$ cat config.mk
export PLATFORM = sky130hd
export DESIGN_NAME = prime_sieve_enumerator
export DESIGN_NICKNAME = d
export VERILOG_FILES = /design/src/pse_pkg.sv /design/src/pse_cell.sv /design/src/pse_chain.sv /design/src/prime_sieve_enumerator.sv
export SDC_FILE = /design/constraint.sdc
export NUM_CORES = 2
export LEC_CHECK = 0
export ABC_AREA = 1
export BUFFER_PORTS_ARGS = -buffer_cell sky130_fd_sc_hd__buf_2
export CORE_UTILIZATION = 40
export CTS_BUF_LIST = sky130_fd_sc_hd__clkbuf_2 sky130_fd_sc_hd__clkbuf_4 sky130_fd_sc_hd__clkbuf_8
export DETAILED_ROUTE_END_ITERATION = 8
export PLACE_DENSITY = 0.58
export SETUP_SLACK_MARGIN = 0.3
export SLEW_MARGIN = 20
export SYNTH_ARGS = -nofsm -noshare
export SYNTH_HDL_FRONTEND = slang
export SYNTH_SLANG_ARGS = --single-unit
$ cat constraint.sdc
create_clock -name aclk -period 36.6 [get_ports aclk]
set_input_delay 5.49 -clock aclk [delete_from_list [all_inputs] [get_ports aclk]]
set_output_delay 5.49 -clock aclk [all_outputs]
set_load 0.02 [all_outputs]
$ cat src/pse_pkg.sv
// Shared types, constants and elaboration helpers of the prime sieve enumerator.
package pse_pkg;

    // Width of the cursor. It can sit one above a limit of 65535.
    localparam int CAND_W  = 17;
    // Width of the limit register and of the prime result.
    localparam int VALUE_W = 16;
    // Width of a sieving prime. Only primes whose square fits under the limit are held.
    localparam int ROOT_W  = 8;
    // Number of cell hit flags combined in one register of the OR tree.
    localparam int GRP_SIZE = 8;
    // Largest limit that the 16-bit register can express.
    localparam int LIMIT_CEIL = 65535;

    localparam logic [VALUE_W-1:0] LIMIT_RESET = 16'hFFFF;
    localparam logic [CAND_W-1:0]  CURSOR_START = 17'd2;

    // Register map, by register index (byte address divided by four).
    localparam logic REG_LIMIT = 1'b0;

    typedef enum logic [1:0] {
        ST_IDLE,
        ST_TEST,
        ST_HIT,
        ST_DECIDE
    } pse_state_t;

    // Content of one cell, also what moves one cell down the row on an insert.
    typedef struct packed {
        logic              valid;
        logic [ROOT_W-1:0] p;
        logic [CAND_W-1:0] m;
    } pse_link_t;

    // Command from the sequencer to the row of cells.
    typedef struct packed {
        logic              clear;
        logic              test;
        logic              insert;
        logic [CAND_W-1:0] cand;
        pse_link_t         fresh;
    } pse_cmd_t;

    // Number of primes p with p*p <= n, at least one so that the row is never empty.
    function automatic int cells_for(input int n);
        logic [255:0] comp;
        int           r;
        int           cnt;
        comp = '0;
        r    = 0;
        cnt  = 0;
        for (int i = 1; i <= 255; i++) begin
            if (i * i <= n) begin
                r = i;
            end
        end
        for (int i = 2; i <= 255; i++) begin
            if (i <= r && !comp[i]) begin
                cnt++;
                for (int j = i * i; j <= 255; j += i) begin
                    comp[j] = 1'b1;
                end
            end
        end
        return (cnt < 1) ? 1 : cnt;
    endfunction

endpackage

$ cat src/pse_cell.sv
// One sieve cell: holds a sieving prime and its next multiple.
module pse_cell (
    input  logic               aclk,
    input  logic               aresetn,
    input  pse_pkg::pse_cmd_t  cmd,
    input  pse_pkg::pse_link_t link_in,
    output pse_pkg::pse_link_t link_out,
    output logic               hit
);

    logic                       valid_reg;
    logic [pse_pkg::ROOT_W-1:0] p_reg;
    logic [pse_pkg::CAND_W-1:0] m_reg;
    logic                       hit_reg;
    logic                       match;

    assign match = valid_reg && (m_reg == cmd.cand);

    always_ff @(posedge aclk) begin
        if (!aresetn || cmd.clear) begin
            valid_reg <= 1'b0;
        end else if (cmd.insert) begin
            valid_reg <= link_in.valid;
            p_reg     <= link_in.p;
            m_reg     <= link_in.m;
        end else if (cmd.test && match) begin
            // The candidate is this multiple, so move on to the next one.
            m_reg <= m_reg + pse_pkg::CAND_W'(p_reg);
        end
    end

    always_ff @(posedge aclk) begin
        if (!aresetn) begin
            hit_reg <= 1'b0;
        end else if (cmd.test) begin
            hit_reg <= match;
        end
    end

    assign link_out.valid = valid_reg;
    assign link_out.p     = p_reg;
    assign link_out.m     = m_reg;
    assign hit            = hit_reg;

endmodule

$ cat src/pse_chain.sv
// Row of sieve cells with a registered OR tree over their hit flags.
module pse_chain #(
    parameter int NCELLS = 54
) (
    input  logic              aclk,
    input  logic              aresetn,
    input  pse_pkg::pse_cmd_t cmd,
    output logic              composite
);

    localparam int NGRP = (NCELLS + pse_pkg::GRP_SIZE - 1) / pse_pkg::GRP_SIZE;

    // One link more than cells: the last one is what an insert would push out of the row.
    pse_pkg::pse_link_t link [NCELLS+1];
    logic [NCELLS-1:0]  hit;
    logic [NGRP-1:0]    grp_reg;

    assign link[0] = cmd.fresh;

    for (genvar i = 0; i < NCELLS; i++) begin : g_cell
        pse_cell u_cell (
            .aclk     (aclk),
            .aresetn  (aresetn),
            .cmd      (cmd),
            .link_in  (link[i]),
            .link_out (link[i+1]),
            .hit      (hit[i])
        );
    end

    for (genvar g = 0; g < NGRP; g++) begin : g_grp
        localparam int LO = g * pse_pkg::GRP_SIZE;
        localparam int HI = (LO + pse_pkg::GRP_SIZE > NCELLS) ? NCELLS - 1
                                                               : LO + pse_pkg::GRP_SIZE - 1;
        always_ff @(posedge aclk) begin
            grp_reg[g] <= |hit[HI:LO];
        end
    end

    assign composite = |grp_reg;

    // The row holds every sieving prime up to the largest limit, so an insert never
    // pushes a live entry out of the last cell.
    a_row_fits: assert property (@(posedge aclk) disable iff (!aresetn)
        (cmd.insert && !cmd.clear) |-> !link[NCELLS].valid)
        else $error("sieving prime pushed out of the row");

endmodule

$ cat src/prime_sieve_enumerator.sv
// Top level of the prime sieve enumerator: sequencer, registers and result stage.
//
// Channel   Direction  Payload                             Request moves
// s_        in         s_tdata[0] restart                  one enumeration request
// m_        out        m_tdata prime, m_tuser[0] exhausted one result
// APB       in/out     limit at byte address 0             register write or read
//
// Each candidate number passes the test step against every cell at once, then the registered
// OR tree and then the decision step; a request walks this loop from one prime to the next.
// Once the cursor lies above the limit, a request is answered as exhausted from the test
// step; the first such request also steps over every number left between the last prime
// and the limit.
// Reset is synchronous and active low; it empties the row, sets the cursor to 2 and the
// limit to 65535. A stalled result holds the sequencer at its last step; no new request
// is taken until the current one has produced its result.
module prime_sieve_enumerator #(
    parameter int MAX_LIMIT = 65535
) (
    input  logic        aclk,
    input  logic        aresetn,
    // Request channel
    input  logic        s_tvalid,
    output logic        s_tready,
    input  logic [7:0]  s_tdata,   // [0] restart, [7:1] zero
    // Result channel
    output logic        m_tvalid,
    input  logic        m_tready,
    output logic [15:0] m_tdata,   // [15:0] prime
    output logic [0:0]  m_tuser,   // [0] exhausted
    // Configuration port
    input  logic        psel,
    input  logic        penable,
    input  logic        pwrite,
    input  logic [2:0]  paddr,
    input  logic [31:0] pwdata,
    output logic [31:0] prdata,
    output logic        pready
);

    // The limit register cannot exceed 16 bits, so larger settings behave as 65535.
    localparam int EFF_MAX = (MAX_LIMIT > pse_pkg::LIMIT_CEIL) ? pse_pkg::LIMIT_CEIL
                                                               : MAX_LIMIT;
    // One cell for every prime whose square can still lie under the limit.
    localparam int NCELLS  = pse_pkg::cells_for(EFF_MAX);

    pse_pkg::pse_state_t         state_reg, state_next;
    logic [pse_pkg::CAND_W-1:0]  cursor_reg, cursor_next;
    logic [pse_pkg::VALUE_W-1:0] limit_reg;
    logic [pse_pkg::VALUE_W-1:0] sq_reg;
    logic                        out_valid_reg;
    logic [pse_pkg::VALUE_W-1:0] prime_reg;
    logic                        exh_reg;

    pse_pkg::pse_cmd_t           cmd;
    logic [pse_pkg::VALUE_W-1:0] lim;
    logic                        composite;
    logic                        in_acc;
    logic                        cfg_wr;
    logic                        out_free;
    logic                        out_load;
    logic                        out_exh;
    logic                        past_lim;
    logic                        root_ok;

    // The limit in force is the register value saturated at the build-time maximum.
    assign lim = (limit_reg > pse_pkg::VALUE_W'(EFF_MAX)) ? pse_pkg::VALUE_W'(EFF_MAX)
                                                          : limit_reg;

    assign s_tready = (state_reg == pse_pkg::ST_IDLE);
    assign in_acc   = s_tvalid && s_tready;
    assign out_free = !out_valid_reg || m_tready;
    assign past_lim = cursor_reg > {1'b0, lim};
    // The current prime needs a cell only if its square does not exceed the limit.
    assign root_ok  = (cursor_reg[pse_pkg::CAND_W-1:pse_pkg::ROOT_W] == '0) && (sq_reg <= lim);

    // Configuration port: register 0 is the limit; writing it also starts the sieve afresh.
    assign pready = 1'b1;
    assign cfg_wr = psel && penable && pwrite && (paddr[2] == pse_pkg::REG_LIMIT);
    assign prdata = (paddr[2] == pse_pkg::REG_LIMIT) ? {16'd0, limit_reg} : 32'd0;

    always_ff @(posedge aclk) begin
        if (!aresetn) begin
            limit_reg <= pse_pkg::LIMIT_RESET;
        end else if (cfg_wr) begin
            limit_reg <= pwdata[15:0];
        end
    end

    always_ff @(posedge aclk) begin
        if (!aresetn) begin
            state_reg  <= pse_pkg::ST_IDLE;
            cursor_reg <= pse_pkg::CURSOR_START;
        end else begin
            state_reg  <= state_next;
            cursor_reg <= cursor_next;
        end
    end

    // Square of the low byte, ready by the decision step of the same candidate.
    always_ff @(posedge aclk) begin
        sq_reg <= pse_pkg::VALUE_W'(cursor_reg[pse_pkg::ROOT_W-1:0])
                * pse_pkg::VALUE_W'(cursor_reg[pse_pkg::ROOT_W-1:0]);
    end

    always_comb begin
        state_next      = state_reg;
        cursor_next     = cursor_reg;
        out_load        = 1'b0;
        out_exh         = 1'b0;
        cmd.clear       = 1'b0;
        cmd.test        = 1'b0;
        cmd.insert      = 1'b0;
        cmd.cand        = cursor_reg;
        cmd.fresh.valid = 1'b1;
        cmd.fresh.p     = cursor_reg[pse_pkg::ROOT_W-1:0];
        cmd.fresh.m     = {1'b0, sq_reg};
        unique case (state_reg)
            pse_pkg::ST_IDLE: begin
                if (in_acc) begin
                    state_next = pse_pkg::ST_TEST;
                    if (s_tdata[0]) begin
                        cmd.clear   = 1'b1;
                        cursor_next = pse_pkg::CURSOR_START;
                    end
                end
            end
            pse_pkg::ST_TEST: begin
                if (past_lim) begin
                    // Nothing left under the limit; the cursor stays where it is.
                    if (out_free) begin
                        out_load   = 1'b1;
                        out_exh    = 1'b1;
                        state_next = pse_pkg::ST_IDLE;
                    end
                end else begin
                    cmd.test   = 1'b1;
                    state_next = pse_pkg::ST_HIT;
                end
            end
            pse_pkg::ST_HIT: begin
                state_next = pse_pkg::ST_DECIDE;
            end
            pse_pkg::ST_DECIDE: begin
                if (composite) begin
                    cursor_next = cursor_reg + pse_pkg::CAND_W'(1);
                    state_next  = pse_pkg::ST_TEST;
                end else if (out_free) begin
                    out_load    = 1'b1;
                    cmd.insert  = root_ok;
                    cursor_next = cursor_reg + pse_pkg::CAND_W'(1);
                    state_next  = pse_pkg::ST_IDLE;
                end
            end
            default: begin
                state_next = pse_pkg::ST_IDLE;
            end
        endcase
        if (cfg_wr) begin
            cmd.clear   = 1'b1;
            cursor_next = pse_pkg::CURSOR_START;
        end
    end

    pse_chain #(
        .NCELLS (NCELLS)
    ) u_chain (
        .aclk      (aclk),
        .aresetn   (aresetn),
        .cmd       (cmd),
        .composite (composite)
    );

    // Result register.
    always_ff @(posedge aclk) begin
        if (!aresetn) begin
            out_valid_reg <= 1'b0;
        end else if (out_load) begin
            out_valid_reg <= 1'b1;
        end else if (m_tready) begin
            out_valid_reg <= 1'b0;
        end
    end

    always_ff @(posedge aclk) begin
        if (out_load) begin
            prime_reg <= out_exh ? '0 : cursor_reg[pse_pkg::VALUE_W-1:0];
            exh_reg   <= out_exh;
        end
    end

    assign m_tvalid   = out_valid_reg;
    assign m_tdata    = prime_reg;
    assign m_tuser[0] = exh_reg;

    // The cursor never falls below the first candidate.
    a_cursor_floor: assert property (@(posedge aclk) disable iff (!aresetn)
        cursor_reg >= pse_pkg::CURSOR_START)
        else $error("cursor below two");

    // A composite candidate moves the cursor on by exactly one and tests again.
    a_composite_step: assert property (@(posedge aclk) disable iff (!aresetn)
        (state_reg == pse_pkg::ST_DECIDE && composite && !cfg_wr) |=>
        (cursor_reg == $past(cursor_reg) + pse_pkg::CAND_W'(1))
        && (state_reg == pse_pkg::ST_TEST))
        else $error("composite candidate not stepped over");

    // A prime result is never below two.
    a_prime_floor: assert property (@(posedge aclk) disable iff (!aresetn)
        (m_tvalid && !m_tuser[0]) |-> (m_tdata >= 16'd2))
        else $error("prime result below two");

    // An accepted request always starts with a test step.
    a_start: assert property (@(posedge aclk) disable iff (!aresetn)
        (s_tvalid && s_tready) |=> (state_reg == pse_pkg::ST_TEST))
        else $error("request not started");

endmodule
==> reports/metrics.cfg <==
[detailed_routing]
antenna_violating_nets_post_route = 0
vias = 93300
route.detailed.drc = 0
drt_iter0_markers = 10600
postRouteWirelength_um = 367000
post_drt_wl_per_cell_um = 21.5
route.detailed.vias_per_inst = 5.45
drtPass1Iterations = 7

[global_route]
antenna_found_initial = 13
grt_max_degree = 218
global_route.usage.total_pct = 27.2
grt_overflow_total = 0
first_pass_grt_wire_length_um = 547000
grt_pass1_vias = 87100

[sta]
worst_slew_margin_rel_pct = 25.2
final-setup-viol-count = 0
slew_violations = 0
finalWorstPathRequiredPeriod_ns = 11.48
tightestPinTransition_ns = 1.12
grt_setup_unrepaired = no
fin_crit_sh_pct = 31.4
finalClockSkew_ns = 0.0926
final-hold-violation-count = 0
fmax_mhz = 87.1
finalSetupTns_ns = 0

[floorplanning]
floorplan_die_width_um = 512
initial_core_util_pct = 40.2
dieArea_sq_um = 263000
core_region_area_sq_um = 259000
die_span_y_um = 512
fp-row-count = 187
design.portCount = 102

[logic_synthesis]
synth_top_flop_cell = edfxtp_1
synth-async-reset-ratio_pct = 0
multiplexer_share_of_the_synthesized_area_pct = 0.00960
syn-cell-area_sq_um = 104000
post_synth_fa_ha_maj_area_fraction_pct = 7.46
synth-seq-area-share_pct = 42.6
synth_enable_flop_cells = 1367
synth.yosys.warnings = 0
synth_xor_area_share_pct = 5.45
synthSimpleGateAreaFrac_pct = 25.6
postSynthCellCount = 13500
synthDistinctLibCells = 47
syn-mean-instance-area_sq_um = 7.73
synth_seq_cells = 1533
dominant_combinational_cell_family_by_area_after_synthesis = simple AND/OR/NAND/NOR gates
synth_compound_gate_area_share_pct = 10.5

[pwr]
power.net_switching_uw = 978
sequentialPowerShare_pct = 49.4
powerDensity_nw_per_um2 = 34.4
design_power_total_uw = 3920
switching_share_pct = 25.0
comb_power_share_pct = 5.3
cell_internal_pwr_uw = 2940
p_clk_share_pct = 45.3
vdd_ir_drop_max_mv = 0.0401
p_leak_uw = 0.0508

[final_layout]
area.growth.synth_to_final_pct = 9.18
layout.nets = 14100
num-fill-cells = 26500
final_area_sq_um = 114000
largest_register_ffs = 918
layoutNonFillerInstCount = 17100
drive_above_1_share_pct = 5.48

[clock_tree]
cts.repair_timing.setup_buffer_count = 0
cts_max_path_buffers = 4
clkSinkCount = 1533
cts_max_level = 5
tritoncts = done
cts_hold_buffers = 0
clk_pin_slew_ns = 0.06
cts.root.buffer_cell = clkbuf_8
cts_inserted_buffers = 303
clock_latency_ns = 1.09
cts_resized = 0

[place]
dpl_cell_area_sq_um = 108000
place_congestion = 0.914
port_buffers = 59
place_inst = 16600
dp.final_hpwl_um = 243000

[hold_path]
min_delay_path_depth = 2
holdCritPathClass = reg -> reg

[worst_setup_path]
start_kind = input port
cp.required_ns = 31.11
worst_setup_path_end_kind = output pin
r2r_cells = 15
critical_path_peak_fanout = 17
worst-endpoint-arrival_ns = 5.99
timing_worst_setup_path_type = in -> out
ff2ff_setup_slack_ns = 31.29

[outcome]
outcome = completed

[run]
cap_viol_max_count = 0

==> worst paths after layout <==
| kind | startpoint | end |
|---|---|---|
| setup / recovery | paddr[2] | prdata[0] |
| hold / removal | u_chain.g_cell[31].u_cell.hit$_SDFFE_PN0P_ | u_chain.grp_reg[3]$_DFF_P_ |
| setup reg to reg | limit_reg[9]$_SDFFE_PN1P_ | u_chain.g_cell[33].u_cell.p_reg[0]$_DFFE_PP_ |
| hold reg to reg | u_chain.g_cell[31].u_cell.hit$_SDFFE_PN0P_ | u_chain.grp_reg[3]$_DFF_P_ |
==> power groups by stage <==
stage	clock network (uW)	registers, uW	logic (uW)
3_5_place_dp	0	1970	203
2_1_floorplan	0	1970	147
4_1_cts	1800	1930	203
6_report	1770	1930	206
5_1_grt	1870	1940	230
3_3_place_gp	0	1970	200
==> final cells by class <==
class | count | area [sq um] | area share [%]
antenna | 11 | 27.5 | 0.0242
clock buffer | 413 | 5180 | 4.55
clock inverter | 108 | 691 | 0.607
inverter | 1689 | 6390 | 5.62
multi-input combinational | 9756 | 51300 | 45.1
sequential | 1533 | 44400 | 39.1
tap | 3402 | 4260 | 3.74
timing repair buffer | 190 | 1460 | 1.28
==> cell families (layout without fill, tap and decap cells) <==
group,count (synthesis),in the layout
and+or+nand+nor,6465,6465
other,2,28
AOI/OAI and AO/OA,2050,2050
buffers and inverters,2215,2400
xor gates and xnor gates,649,649
adders and majority gates,574,574
muxes,1,1
DFF,1533,1533
==> layout by cell type (no fill, tap or decap), drive strengths merged, types with 2 or more instances in the layout <==
| cell | netlist | final |
|---|---|---|
| edfxtp | 1367 | 1367 |
| or2 | 25 | 25 |
| buf | 270 | 190 |
| o31ai | 2 | 2 |
| xnor2 | 227 | 227 |
| diode | 0 | 11 |
| nand3b | 26 | 26 |
| nand2 | 3897 | 3897 |
| xor2 | 422 | 422 |
| dfxtp | 166 | 166 |
| bufinv | 0 | 7 |
| fa | 79 | 79 |
| nand3 | 1046 | 1046 |
| o21a | 6 | 6 |
| clkinvlp | 0 | 6 |
| nand4 | 261 | 261 |
| clkinv | 10 | 95 |
| o211ai | 28 | 28 |
| ha | 495 | 495 |
| o21bai | 30 | 30 |
| a31oi | 35 | 35 |
| o22ai | 198 | 198 |
| a21oi | 581 | 581 |
| a21boi | 19 | 19 |
| nor4 | 24 | 24 |
| conb | 2 | 17 |
| inv | 1679 | 1689 |
| nor3 | 157 | 157 |
| a211oi | 2 | 2 |
| a21o | 74 | 74 |
| nor2 | 1026 | 1026 |
| clkbuf | 256 | 413 |
| o21ai | 1071 | 1071 |
==> metal layers <==
| metal | vias up | share of wire, % | global-route usage, % |
|---|---|---|---|
| li1 | 44800 | - | - |
| met1 | 43600 | 43 | 37.3 |
| met2 | 3999 | 45 | 43.1 |
| met3 | 817 | 8.4 | 4.35 |
| met4 | 4 | 4.0 | 10.3 |
| met5 | - | 0.0087 | 0 |
==> synth_stat cells, drive strengths merged, types with 2 or more instances <==
cell type	instances	area, sq um
o21ai	1071	5360
a21oi	581	2910
nand4	261	1630
nor4	24	150
inv	1679	6300
o211ai	28	210
o22ai	198	1240
o31ai	2	15.0
edfxtp	1367	41000
buf	270	1420
a211oi	2	15.0
ha	495	6190
clkinv	10	37.5
nand3	1046	5240
nand2	3897	14600
nor2	1026	3850
or2	25	156
o21a	6	45.0
conb	2	7.51
a21o	74	556
a31oi	35	219
xor2	422	3700
o21bai	30	225
xnor2	227	1990
nand3b	26	195
dfxtp	166	3320
fa	79	1580
nor3	157	791
clkbuf	256	961
a21boi	19	143
==> stage by stage <==
step	setup slack (ns)	hold WS [ns]	utilization [%]
6_report	25.12	0.445	43.9
5_1_grt	25.05	0.453	43.9
4_1_cts	25.11	0.432	43.9
3_5_place_dp	25.11	0.436	41.6
3_3_place_gp	25.13	0.433	41.6
2_1_floorplan	11.10	0.408	-
==> worst max-delay path, cell delays in order <==
cell	delay [ns]
buf_2	0.25
nor2_1	0.09
buf_2	0.16
No activity file was read; power rests on OpenSTA's default activity.
